[src/design/owts_pkg.sv]
// owts_pkg: shared types and constants for the 1-wire temperature read block
// register indexes, reset timings, sequencer phases and the result word layout
// no dependencies
package owts_pkg;

	localparam int CFG_W              = 16;
	localparam int CFG_IDX_W          = 3;
	localparam int COUNTER_BITS_DEF   = 16;
	localparam int TEMP_W             = 16;
	localparam int IN_DATA_W          = 8;
	localparam int OUT_DATA_W         = 24;

	// register indexes on the configuration channel
	localparam logic [CFG_IDX_W-1:0] REG_RESET_LOW     = 3'd0;
	localparam logic [CFG_IDX_W-1:0] REG_PRESENCE_WAIT = 3'd1;
	localparam logic [CFG_IDX_W-1:0] REG_RESET_TAIL    = 3'd2;
	localparam logic [CFG_IDX_W-1:0] REG_WRITE_SLOT    = 3'd3;
	localparam logic [CFG_IDX_W-1:0] REG_READ_SAMPLE   = 3'd4;
	localparam logic [CFG_IDX_W-1:0] REG_READ_RECOVER  = 3'd5;
	localparam logic [CFG_IDX_W-1:0] REG_BYTE_GAP      = 3'd6;

	localparam logic [CFG_W-1:0] RST_RESET_LOW     = 16'd478;
	localparam logic [CFG_W-1:0] RST_PRESENCE_WAIT = 16'd54;
	localparam logic [CFG_W-1:0] RST_RESET_TAIL    = 16'd423;
	localparam logic [CFG_W-1:0] RST_WRITE_SLOT    = 16'd58;
	localparam logic [CFG_W-1:0] RST_READ_SAMPLE   = 16'd10;
	localparam logic [CFG_W-1:0] RST_READ_RECOVER  = 16'd45;
	localparam logic [CFG_W-1:0] RST_BYTE_GAP      = 16'd98;

	// bus commands
	localparam logic [7:0] CMD_SKIP_ROM   = 8'hcc;
	localparam logic [7:0] CMD_CONVERT    = 8'h44;
	localparam logic [7:0] CMD_READ_SCRAT = 8'hbe;

	// command steps of the whole read
	localparam logic [3:0] STEP_RESET_A   = 4'd0;
	localparam logic [3:0] STEP_SKIP_A    = 4'd1;
	localparam logic [3:0] STEP_CONVERT   = 4'd2;
	localparam logic [3:0] STEP_POLL      = 4'd3;
	localparam logic [3:0] STEP_RESET_B   = 4'd4;
	localparam logic [3:0] STEP_SKIP_B    = 4'd5;
	localparam logic [3:0] STEP_READ_CMD  = 4'd6;
	localparam logic [3:0] STEP_READ_LO   = 4'd7;
	localparam logic [3:0] STEP_READ_HI   = 4'd8;

	localparam logic KIND_TICK  = 1'b0;
	localparam logic KIND_START = 1'b1;

	typedef enum logic [11:0] {
		PH_IDLE     = 12'b0000_0000_0001,
		PH_RST_PRE  = 12'b0000_0000_0010,
		PH_RST_LOW  = 12'b0000_0000_0100,
		PH_RST_WAIT = 12'b0000_0000_1000,
		PH_RST_TAIL = 12'b0000_0001_0000,
		PH_WR_LOW   = 12'b0000_0010_0000,
		PH_WR_HOLD  = 12'b0000_0100_0000,
		PH_WR_REC   = 12'b0000_1000_0000,
		PH_WR_GAP   = 12'b0001_0000_0000,
		PH_RD_LOW   = 12'b0010_0000_0000,
		PH_RD_WAIT  = 12'b0100_0000_0000,
		PH_RD_REC   = 12'b1000_0000_0000
	} phase_t;

	typedef struct packed {
		logic [CFG_W-1:0] reset_low;
		logic [CFG_W-1:0] presence_wait;
		logic [CFG_W-1:0] reset_tail;
		logic [CFG_W-1:0] write_slot;
		logic [CFG_W-1:0] read_sample;
		logic [CFG_W-1:0] read_recover;
		logic [CFG_W-1:0] byte_gap;
	} cfg_t;

	typedef struct packed {
		logic              no_device;
		logic [TEMP_W-1:0] temperature;
		logic              done_res;
		logic              busy_res;
		logic              drive_low;
	} res_t;

endpackage

[src/design/owts_cfg_regs.sv]
// owts_cfg_regs: timing register file written over the configuration channel
// uses owts_pkg for register indexes, reset values and cfg_t
module owts_cfg_regs import owts_pkg::*; (
	input  logic                 clk,
	input  logic                 arst_n,
	input  logic                 wr_en,
	input  logic [CFG_IDX_W-1:0] wr_index,
	input  logic [CFG_W-1:0]     wr_data,
	output cfg_t                 cfg
);

	cfg_t cfg_q;

	always_ff @(posedge clk or negedge arst_n) begin
		if (!arst_n) begin
			cfg_q.reset_low     <= RST_RESET_LOW;
			cfg_q.presence_wait <= RST_PRESENCE_WAIT;
			cfg_q.reset_tail    <= RST_RESET_TAIL;
			cfg_q.write_slot    <= RST_WRITE_SLOT;
			cfg_q.read_sample   <= RST_READ_SAMPLE;
			cfg_q.read_recover  <= RST_READ_RECOVER;
			cfg_q.byte_gap      <= RST_BYTE_GAP;
		end else if (wr_en) begin
			unique case (wr_index)
				REG_RESET_LOW:     cfg_q.reset_low     <= wr_data;
				REG_PRESENCE_WAIT: cfg_q.presence_wait <= wr_data;
				REG_RESET_TAIL:    cfg_q.reset_tail    <= wr_data;
				REG_WRITE_SLOT:    cfg_q.write_slot    <= wr_data;
				REG_READ_SAMPLE:   cfg_q.read_sample   <= wr_data;
				REG_READ_RECOVER:  cfg_q.read_recover  <= wr_data;
				REG_BYTE_GAP:      cfg_q.byte_gap      <= wr_data;
				default: ;  // unused index, write dropped
			endcase
		end
	end

	assign cfg = cfg_q;

endmodule

[src/design/owts_seq.sv]
// owts_seq: bus sequencer state and its single-pass next-state logic
// uses owts_pkg for phases, command steps, cfg_t and res_t
module owts_seq import owts_pkg::*; #(
	parameter int COUNTER_BITS = COUNTER_BITS_DEF
) (
	input  logic clk,
	input  logic arst_n,
	input  logic step,
	input  logic kind,
	input  logic line_in,
	input  cfg_t cfg,
	output res_t res
);

	localparam int CW = (COUNTER_BITS > CFG_W) ? COUNTER_BITS : CFG_W;
	localparam logic [COUNTER_BITS-1:0] CNT_MAX = {COUNTER_BITS{1'b1}};
	localparam logic [COUNTER_BITS-1:0] CNT_ONE = COUNTER_BITS'(1);
	localparam logic [COUNTER_BITS-1:0] CNT_TWO = COUNTER_BITS'(2);

	phase_t                  phase_q, phase_n;
	logic [COUNTER_BITS-1:0] tick_q, tick_n, tick_inc, len;
	logic [2:0]              bit_q, bit_n;
	logic [7:0]              shift_q, shift_n, sb;
	logic [3:0]              cstep_q, cstep_n, step_v;
	logic [TEMP_W-1:0]       word_q, word_n;
	logic                    absent_q, absent_n;
	logic                    done_n, do_step, rbd;

	function automatic logic [COUNTER_BITS-1:0] clip(input logic [CFG_W-1:0] d);
		logic [CW-1:0] ext;
		ext = CW'(d);
		if (ext > CW'(CNT_MAX))
			return CNT_MAX;
		return COUNTER_BITS'(ext);
	endfunction

	always_comb begin
		unique case (phase_q)
			PH_RST_LOW:  len = clip(cfg.reset_low);
			PH_RST_WAIT: len = clip(cfg.presence_wait);
			PH_RST_TAIL: len = clip(cfg.reset_tail);
			PH_WR_HOLD:  len = clip(cfg.write_slot);
			PH_WR_REC:   len = CNT_TWO;
			PH_WR_GAP:   len = clip(cfg.byte_gap);
			PH_RD_WAIT:  len = clip(cfg.read_sample);
			PH_RD_REC:   len = clip(cfg.read_recover);
			default:     len = CNT_ONE;
		endcase
	end

	assign tick_inc = (tick_q < CNT_MAX) ? tick_q + CNT_ONE : tick_q;

	always_comb begin
		phase_n  = phase_q;
		tick_n   = tick_q;
		bit_n    = bit_q;
		shift_n  = shift_q;
		cstep_n  = cstep_q;
		word_n   = word_q;
		absent_n = absent_q;
		done_n   = 1'b0;
		do_step  = 1'b0;
		step_v   = cstep_q;
		rbd      = 1'b0;
		sb       = shift_q;

		if (kind == KIND_START) begin
			if (phase_q == PH_IDLE) begin
				do_step = 1'b1;
				step_v  = STEP_RESET_A;
			end
		end else if (phase_q != PH_IDLE) begin
			tick_n = tick_inc;
			if (tick_inc >= len) begin
				tick_n = '0;
				unique case (phase_q)
					PH_RST_PRE:  phase_n = PH_RST_LOW;
					PH_RST_LOW:  phase_n = PH_RST_WAIT;
					PH_RST_WAIT: begin
						absent_n = line_in;
						phase_n  = PH_RST_TAIL;
					end
					PH_RST_TAIL: begin
						do_step = 1'b1;
						step_v  = cstep_q + 4'd1;
					end
					PH_WR_LOW:   phase_n = PH_WR_HOLD;
					PH_WR_HOLD:  phase_n = PH_WR_REC;
					PH_WR_REC: begin
						if (bit_q == 3'd7) begin
							if (cfg.byte_gap == '0) begin
								do_step = 1'b1;
								step_v  = cstep_q + 4'd1;
							end else begin
								phase_n = PH_WR_GAP;
							end
						end else begin
							bit_n   = bit_q + 3'd1;
							shift_n = {1'b0, shift_q[7:1]};
							phase_n = PH_WR_LOW;
						end
					end
					PH_WR_GAP: begin
						do_step = 1'b1;
						step_v  = cstep_q + 4'd1;
					end
					PH_RD_LOW:   phase_n = PH_RD_WAIT;
					PH_RD_WAIT: begin
						sb = shift_q | (8'(line_in) << bit_q);
						shift_n = sb;
						if (cfg.read_recover == '0)
							rbd = 1'b1;
						else
							phase_n = PH_RD_REC;
					end
					PH_RD_REC:   rbd = 1'b1;
					default:     phase_n = PH_IDLE;
				endcase
			end
		end

		// end of one read bit, and of a read byte on the eighth
		if (rbd) begin
			if (bit_q != 3'd7) begin
				bit_n   = bit_q + 3'd1;
				phase_n = PH_RD_LOW;
			end else if (cstep_q == STEP_POLL) begin
				do_step = 1'b1;
				// a zero byte means conversion still running: read again
				step_v  = (sb != 8'd0) ? cstep_q + 4'd1 : cstep_q;
			end else if (cstep_q == STEP_READ_LO) begin
				word_n  = {8'd0, sb};
				do_step = 1'b1;
				step_v  = cstep_q + 4'd1;
			end else begin
				word_n  = {sb, word_q[7:0]};
				cstep_n = STEP_RESET_A;
				done_n  = 1'b1;
				phase_n = PH_IDLE;
			end
		end

		if (do_step) begin
			cstep_n = step_v;
			tick_n  = '0;
			unique case (step_v)
				STEP_RESET_A, STEP_RESET_B: phase_n = PH_RST_PRE;
				STEP_SKIP_A, STEP_SKIP_B: begin
					shift_n = CMD_SKIP_ROM;
					bit_n   = '0;
					phase_n = PH_WR_LOW;
				end
				STEP_CONVERT: begin
					shift_n = CMD_CONVERT;
					bit_n   = '0;
					phase_n = PH_WR_LOW;
				end
				STEP_READ_CMD: begin
					shift_n = CMD_READ_SCRAT;
					bit_n   = '0;
					phase_n = PH_WR_LOW;
				end
				STEP_POLL, STEP_READ_LO, STEP_READ_HI: begin
					shift_n = '0;
					bit_n   = '0;
					phase_n = PH_RD_LOW;
				end
				default: phase_n = PH_IDLE;
			endcase
		end
	end

	always_ff @(posedge clk or negedge arst_n) begin
		if (!arst_n) begin
			phase_q  <= PH_IDLE;
			tick_q   <= '0;
			bit_q    <= '0;
			shift_q  <= '0;
			cstep_q  <= '0;
			word_q   <= '0;
			absent_q <= 1'b0;
		end else if (step) begin
			phase_q  <= phase_n;
			tick_q   <= tick_n;
			bit_q    <= bit_n;
			shift_q  <= shift_n;
			cstep_q  <= cstep_n;
			word_q   <= word_n;
			absent_q <= absent_n;
		end
	end

	always_comb begin
		unique case (phase_n)
			PH_RST_LOW, PH_WR_LOW, PH_RD_LOW: res.drive_low = 1'b1;
			PH_WR_HOLD:                       res.drive_low = ~shift_n[0];
			default:                          res.drive_low = 1'b0;
		endcase
		res.busy_res    = (phase_n != PH_IDLE);
		res.done_res    = done_n;
		res.temperature = word_n;
		res.no_device   = absent_n;
	end

endmodule

[src/design/one_wire_temp_sensor_read_top.sv]
// one_wire_temp_sensor_read_top: 1-wire bus master running a full temperature read
// uses owts_pkg, owts_cfg_regs and owts_seq
//
// Each input word is either a one-microsecond tick (tuser 0) carrying the sampled bus
// level in tdata bit 0, or a start request (tuser 1). Every accepted word gives exactly
// one result word: the bus drive level for the coming tick (1 = pull low, 0 = release),
// busy, a done pulse, the raw 16-bit scratchpad reading and the no-device flag. One word
// is taken per clock unless the result register is stalled; a word passes through an input
// register and the sequencer's combinational next-state logic into the result register.
// The timing registers may be rewritten only while no word is in flight; a read in
// progress picks up the new values from its next tick.
module one_wire_temp_sensor_read_top import owts_pkg::*; #(
	parameter int COUNTER_BITS = COUNTER_BITS_DEF
) (
	input  logic                  clk,
	input  logic                  arst_n,
	input  logic                  s_axis_tvalid,
	output logic                  s_axis_tready,
	input  logic [IN_DATA_W-1:0]  s_axis_tdata,   // [0] line_in, rest zero
	input  logic                  s_axis_tuser,   // [0] kind
	output logic                  m_axis_tvalid,
	input  logic                  m_axis_tready,
	output logic [OUT_DATA_W-1:0] m_axis_tdata,   // [0] drive_low, [1] busy_res,
	                                              // [2] done_res, [18:3] temperature,
	                                              // [19] no_device, rest zero
	input  logic                  cfg_valid,
	output logic                  cfg_ready,
	input  logic [CFG_IDX_W-1:0]  cfg_index,
	input  logic [CFG_W-1:0]      cfg_data
);

	localparam int RES_W = $bits(res_t);

	cfg_t cfg;
	res_t res;

	logic             valid_s1, kind_s1, line_s1;
	logic             advance;
	logic             m_valid_q;
	logic [RES_W-1:0] m_res_q;

	assign cfg_ready = 1'b1;

	owts_cfg_regs u_cfg (
		.clk      (clk),
		.arst_n   (arst_n),
		.wr_en    (cfg_valid & cfg_ready),
		.wr_index (cfg_index),
		.wr_data  (cfg_data),
		.cfg      (cfg)
	);

	// word in the input register moves on when the result register is free
	assign advance       = valid_s1 & (~m_valid_q | m_axis_tready);
	assign s_axis_tready = ~valid_s1 | advance;

	always_ff @(posedge clk or negedge arst_n) begin
		if (!arst_n) begin
			valid_s1 <= 1'b0;
		end else if (s_axis_tready) begin
			valid_s1 <= s_axis_tvalid;
		end
	end

	always_ff @(posedge clk) begin
		if (s_axis_tready && s_axis_tvalid) begin
			kind_s1 <= s_axis_tuser;
			line_s1 <= s_axis_tdata[0];
		end
	end

	owts_seq #(
		.COUNTER_BITS (COUNTER_BITS)
	) u_seq (
		.clk     (clk),
		.arst_n  (arst_n),
		.step    (advance),
		.kind    (kind_s1),
		.line_in (line_s1),
		.cfg     (cfg),
		.res     (res)
	);

	always_ff @(posedge clk or negedge arst_n) begin
		if (!arst_n) begin
			m_valid_q <= 1'b0;
		end else if (advance) begin
			m_valid_q <= 1'b1;
		end else if (m_axis_tready) begin
			m_valid_q <= 1'b0;
		end
	end

	always_ff @(posedge clk) begin
		if (advance)
			m_res_q <= res;
	end

	assign m_axis_tvalid = m_valid_q;
	assign m_axis_tdata  = {{(OUT_DATA_W-RES_W){1'b0}}, m_res_q};

	// a finished read is never reported as still busy
	a_done_not_busy: assert property (@(posedge clk) disable iff (!arst_n)
		m_valid_q && m_res_q[2] |-> !m_res_q[1])
		else $error("done reported while busy");

	// the bus is only pulled low during a sequence
	a_drive_needs_busy: assert property (@(posedge clk) disable iff (!arst_n)
		m_valid_q && m_res_q[0] |-> m_res_q[1])
		else $error("bus driven low while idle");

	// a word moved into the result register is shown the next cycle
	a_advance_shows: assert property (@(posedge clk) disable iff (!arst_n)
		advance |=> m_valid_q)
		else $error("result word lost");

	// input is refused only while a word waits on a stalled result
	a_ready_stall: assert property (@(posedge clk) disable iff (!arst_n)
		!s_axis_tready |-> valid_s1 && m_valid_q && !m_axis_tready)
		else $error("input stalled without cause");

endmodule
[config.mk]
export PLATFORM = sky130hd
export DESIGN_NAME = one_wire_temp_sensor_read_top
export DESIGN_NICKNAME = d
export VERILOG_FILES = /design/src/design/owts_pkg.sv /design/src/design/owts_cfg_regs.sv /design/src/design/owts_seq.sv /design/src/design/one_wire_temp_sensor_read_top.sv
export SDC_FILE = /design/constraint.sdc
export NUM_CORES = 1
export LEC_CHECK = 0
export BUFFER_PORTS_ARGS = -buffer_cell sky130_fd_sc_hd__buf_2
export CORE_MARGIN = 10
export CORE_UTILIZATION = 40
export CTS_BUF_LIST = sky130_fd_sc_hd__clkbuf_4
export DETAILED_ROUTE_END_ITERATION = 8
export RECOVER_POWER = 100
export SETUP_SLACK_MARGIN = 0.3
export SKIP_CTS_REPAIR_TIMING = 1
export SLEW_MARGIN = 20
export SYNTH_ARGS = -nofsm -noshare
export SYNTH_HDL_FRONTEND = slang
export SYNTH_SLANG_ARGS = --single-unit
[constraint.sdc]
create_clock -name clk -period 6.8 [get_ports clk]
set_input_delay 0 -clock clk [delete_from_list [all_inputs] [get_ports clk]]
set_output_delay 0 -clock clk [all_outputs]
set_load 0.05 [all_outputs]
# Word-level counts from Yosys, hierarchy flattened
# Index checks and enable logic that the tools add are counted.
# word_totals
wordCells	220
inputBits	33
reg_bits	196
out_inout_bits	27
# classes
n_bitwise	8
mux	112
reduce_logical	27
eq_ne	40
magnitude_cmp	9
shift	1
add_sub_neg	3
# op_table
operator	count
two-way mux 16 bit	23
two-way mux 12 bit	11
one-hot mux 16 bit (8 select lines)	1
greater-than comparator 16 bit, second input constant	7
one-hot mux 12 bit (9 select lines)	1
two-way mux 8 bit	9
two-way mux 4 bit	16
two-way mux 1 bit	35
logical NOT 16 bit	2
one-hot mux 8 bit (4 select lines)	1
one-hot mux 10 bit (3 select lines)	1
two-way mux 3 bit	9
== test 12 x 10 -> 1 bit, second input constant	2
== test 12 x 3 -> 1 bit, second input constant	2
== test 12 x 6 -> 1 bit, second input constant	2
== test 12 x 7 -> 1 bit, second input constant	2
!= test 12 x 1 -> 1 bit, second input constant	2
== test 4 x 3 -> 1 bit, second input constant	5
adder 16 x 1 -> 16 bit, second input constant	1
greater-or-equal comparator 16 bit	1
< comparator 16 bit, second input constant	1
one-hot mux 8 bit (2 select lines)	1
AND reduction 2 bit	7
== test 12 x 1 -> 1 bit, second input constant	1
35 further kinds	57

# Depth between registers and ports, before layout
# depth
depth_word	21
depth_mapped	25

# Modules after synthesis
# Synthesis repeated with hierarchy kept, for this count alone.
# unflattened
hier_cells	926
hier_area_um2	10557.6
# by_module_without_submodules
mod	seq_area_each_um2	area_per_inst_um2	n_inst	cells_per_inst
owts_seq	1502.7	5406.4	1	644
owts_cfg_regs	2840.2	4341.7	1	245
one_wire_temp_sensor_read_top	710.7	809.5	1	37

# Worst setup path after synthesis
# OpenSTA, ideal clock, no wires.
# synth_path
path_type	reg2reg
startpoint	reg u_seq.phase_q[2]
endpoint	reg m_res_q[0] (data pin)
t_required_ns	6.542
path_slack_ns	1.353
path_stages_with_launch	23
arrival_time_ns	5.189
synth_period_minus_slack_ns	5.447
n_path_buf	4
path_cell_list	dfrtp_1 -> buf_6 -> nor4_4 -> nand2_1 -> or3_1 -> nor3b_2 -> clkbuf_1 -> a22oi_1 -> and3_1 -> ha_1 -> a21o_1 -> a21o_1 -> a2111o_1 -> o31ai_2 -> buf_2 -> o21ai_1 -> or2_1 -> buf_2 -> and2_1 -> a311oi_1 -> nor4_1 -> o21ai_1 -> o21ai_1
# synth_lines
item	line	rtl
start, declared	owts_seq.sv:20	phase_t phase_q, phase_n;
start signal, assigned	owts_seq.sv:183	phase_q <= phase_n;
end signal, assigned	one_wire_temp_sensor_read_top.sv:96	m_res_q <= res;
end, declared	one_wire_temp_sensor_read_top.sv:40	logic [RES_W-1:0] m_res_q;

==> summary.txt <==
Critical path
  – Critical path cell sequence: nor4_4, nand2_1, or3_1, nor3b_1, buf_4, a22oi_1, and3_1, ha_1, a21o_1, a21o_1, a2111o_1, o31ai_4, clkbuf_1, o21ai_1, or2_1, and2_0, a311oi_1, nor4_1, o21ai_1, o21ai_1
  – Worst setup EP type: register
  – CP max stage cell: nor4_4
  – CP bufs+invs: 2
  – CP required: about 7000 ps
  – CP dominant cell by count: o21ai_1
  – Worst path max stage delay: between 500 and 600 ps
  – CP Launch Type: register
  – WS Path Type: register to register
  – CP delay by family, top: compound AO/OA/AOI/OAI gates
  – Critical Path AT: 6570 ps
  – Critical path fanouts, max: 18
  – FF-to-FF setup slack: around 580 ps

Place
  – Placer's final routability congestion estimate: 0.893
  – Detailed placement HPWL: 18100 um
  – Port bufs: 47
  – Placed Cells incl. Taps: between 1000 and 1500
  – Dpl ws: roughly 720 ps

Global routing
  – First-pass GRT wire length: approximately 43000 um
  – Initial antenna violation count: 1
  – Number of global-route vias before repair: between 7000 and 8000
  – Largest net degree at the start of global routing: 113
  – Total gr overflow: 0
  – GRT Total Usage: 16.0%

Synthesis
  – Post-synth EDFFs: 22
  – Syn Inst Count: ~950
  – Top-area cell type share of the netlist area: between 30% and 40%
  – Synthesis Warnings: 0
  – Post-synth ARST share: ~89%
  – Yosys reg bits: about 200
  – Post-synthesis sequential area ratio: 49.1%
  – Syn Area/Cell: 10.8 um^2
  – Mapped Area: about 10000 um^2
  – Synth cell types: 77
  – Synth top area cells: dfrtp_1 35%, mux2_2 14%, dfstp_2 7.9%, edfxtp_1 6.4%, nand2_1 3.7%
  – Most common flop cell mapped by yosys: dfrtp_1
  – Yosys top cell by area: dfrtp_1

Die
  – Number of I/O pins: 60
  – Die ar.: around 33000 um^2
  – Initial Util: between 40 and 50%
  – Die X: 180 um
  – Row count: 58
  – Area of the core: 25300 um^2
  – Die height: 180 um

Clock tree
  – CTS tree: done
  – CTS root buf: clkbuf_4
  – Longest Clk Path Bufs: 2
  – CTS sink cnt: roughly 200
  – Worst-path clk slew: 190 ps
  – Num CTS Buffers: 17
  – Clk Latency, worst-skew pair: 610 ps
  – H-tree depth: 4

Pwr
  – Leak: 4.67 nW
  – Max VDD drop: around 0.00021 V
  – Reg power frac: a little over two fifths
  – Net Sw Power: between 1 and 1.5 mW
  – Clock power share: about a fifth
  – Pwr Total: around 3.7 mW
  – Pwr/cell area: about 320 nW/um^2
  – Sw Ratio: between 40% and 50%
  – Combinational Power Share: between 30% and 40%
  – Cell Int Power: between 2 and 2.5 mW

Worst hold path
  – Hold Crit Class: input port to register

Timing
  – Final period utilization: between 90% and 100%
  – Setup TNS: 0 ps
  – Max Slew Vio Count: 199
  – Clock tree skew after final layout: 27.0 ps
  – Final worst slack: 584 ps
  – RSZ-0062 raised after global routing: no
  – Minimum clock period: 6220 ps
  – Rel. slew slack: -249%
  – Hold Vio Cnt, Final: 0
  – Final setup viols: 0
  – FMAX: 161 MHz
  – Worst slew pin tran: 5240 ps

Status
  – Failing checks: capacitance limit, slew limit
  – Status: finished with violations

Routing
  – Drt drc: 0
  – Routed vias: just under 8000
  – Post-Route WL: between 20000 and 30000 um
  – First-pass DRT Iterations: 5
  – Avg Vias per Cell: 5.78
  – Avg WL per Cell: 19.6 um
  – DRT antenna net count: 0
  – DR iter-0 viols: 728

Layout
  – Layout Nets: roughly 1100
  – Post-Layout Cell Count: around 1400
  – Layout area overhead: 11.5%
  – Area of the multi-input gates: 5030 um^2
  – Share of cells above drive strength 1: about a quarter
  – Layout fillers: around 2400
  – Flip-flop and latch area: 5050 um^2

Flow run
  – Max_cap viols: 3
## power by group through the flow
stage,clock [mW],sequential [mW],combinational (mW)
final,0.723,1.56,1.37
after global routing,0.783,1.59,1.49
after CTS,0.742,1.56,1.33
after detailed placement,0,1.58,1.32
after global placement,0,1.58,1.30
after floorplan,0,1.57,0.921
## state kept, by name, indices dropped and copies added (netlist names), 3 cells and up
name	flops
u_cfg.cfg	112
m_res_q	20
u_seq.tick_q	16
u_seq.word_q	16
u_seq.phase_q	12
u_seq.shift_q	8
u_seq.cstep_q	4
u_seq.bit_q	3
## per-layer routing
| metal | up-vias | global-route usage [%] | wire length (um) |
|---|---|---|---|
| li1 | 3679 | - | - |
| met2 | 210 | 24.7 | 12200 |
| met1 | 3962 | 22.9 | 12900 |
| met3 | 25 | 2.81 | 1350 |
| met5 | - | 0 | 0 |
| met4 | 0 | 3.61 | 297 |
## stage by stage
stage / utilization [%] / cell area (um^2) / hold WS (ps)
after detailed placement: 43.4 / 11000 / 180
final: 45.5 / 11500 / 32.3
after global placement: 43.4 / 11000 / 178
after CTS: 44.7 / 11300 / -463
after floorplan: - / 10300 / -296
after global routing: 45.5 / 11500 / 54.7
## final timing paths
kind / cells past startpoint / from / to
hold reg to reg: 2 / u_seq.word_q[0] / u_seq.word_q[0]
setup / recovery: 20 / u_seq.phase_q[2] / m_res_q[0]
max in group asynchronous: 2 / arst_n / u_seq.cstep_q[3]
min in group asynchronous: 2 / arst_n / u_cfg.cfg[59]
setup reg to reg: 20 / u_seq.phase_q[2] / m_res_q[0]
hold / removal: 3 / cfg_valid / u_cfg.cfg[50]
## final cells by class
type	instances	area share, %
diodes	1	0.0218
clock buffers	18	1.18
clock inverters	14	1.86
inverters	11	0.359
multi-input cells	698	43.8
flip-flops and latches	196	44.0
well taps	330	3.59
repair buffers	94	5.20
## synth_stat cells, types with 13 or more instances
cell type,instances
nor2_1,57
a222oi_1,13
and3_1,27
edfxtp_1,22
mux2_2,126
a22oi_1,31
o21ai_0,60
a31oi_1,13
ha_1,21
nand2_1,101
nand4_1,15
a22o_1,15
dfstp_2,31
a21oi_1,37
dfrtp_1,143
nand3_1,13
clkbuf_1,39
## logic make-up (layout without fill, tap and decap cells)
| logic type | count (synthesis) | in the layout | synth area share (%) |
|---|---|---|---|
| flip-flops | 196 | 196 | 49.1 |
| buffers and inverters | 62 | 137 | 2.60 |
| AND/OR/NAND/NOR | 301 | 301 | 15.3 |
| adder cells (fa/ha/maj) | 21 | 21 | 2.55 |
| XOR/XNOR | 14 | 14 | 1.19 |
| AO/OA/AOI/OAI | 228 | 228 | 15.1 |
| multiplexers | 129 | 129 | 14.1 |
| other | 2 | 6 | 0.0729 |
## worst reg2reg max path: stages (launching register included)
cell      delay (ps)
dfrtp_1          520
nor4_4           530
nand2_1          130
or3_1            390
nor3b_1          210
buf_4            320
a22oi_1          120
and3_1           210
ha_1             310
a21o_1           190
a21o_1           170
a2111o_1         510
o31ai_4          420
clkbuf_1         320
o21ai_1          140
or2_1            340
and2_0           240
a311oi_1         530
nor4_1           130
o21ai_1          150
o21ai_1           80
## layout by cell type (no fill, tap or decap), types with 12 or more instances in the layout
cell type      instances
and3_1                27
ha_1                  21
buf_2                 23
a21oi_1               37
dfstp_2               27
nand2b_1              12
mux2_2               126
o21ai_0               61
clkbuf_1              29
nand3_1               13
a22o_1                15
a31oi_1               13
nand2_1              102
nand4_1               15
clkbuf_4              18
nor2_1                57
dlygate4sd3_1         22
buf_4                 19
edfxtp_1              22
a22oi_1               31
a222oi_1              13
dfrtp_1              143
Note: power is estimated with default switching activity, not from simulation.
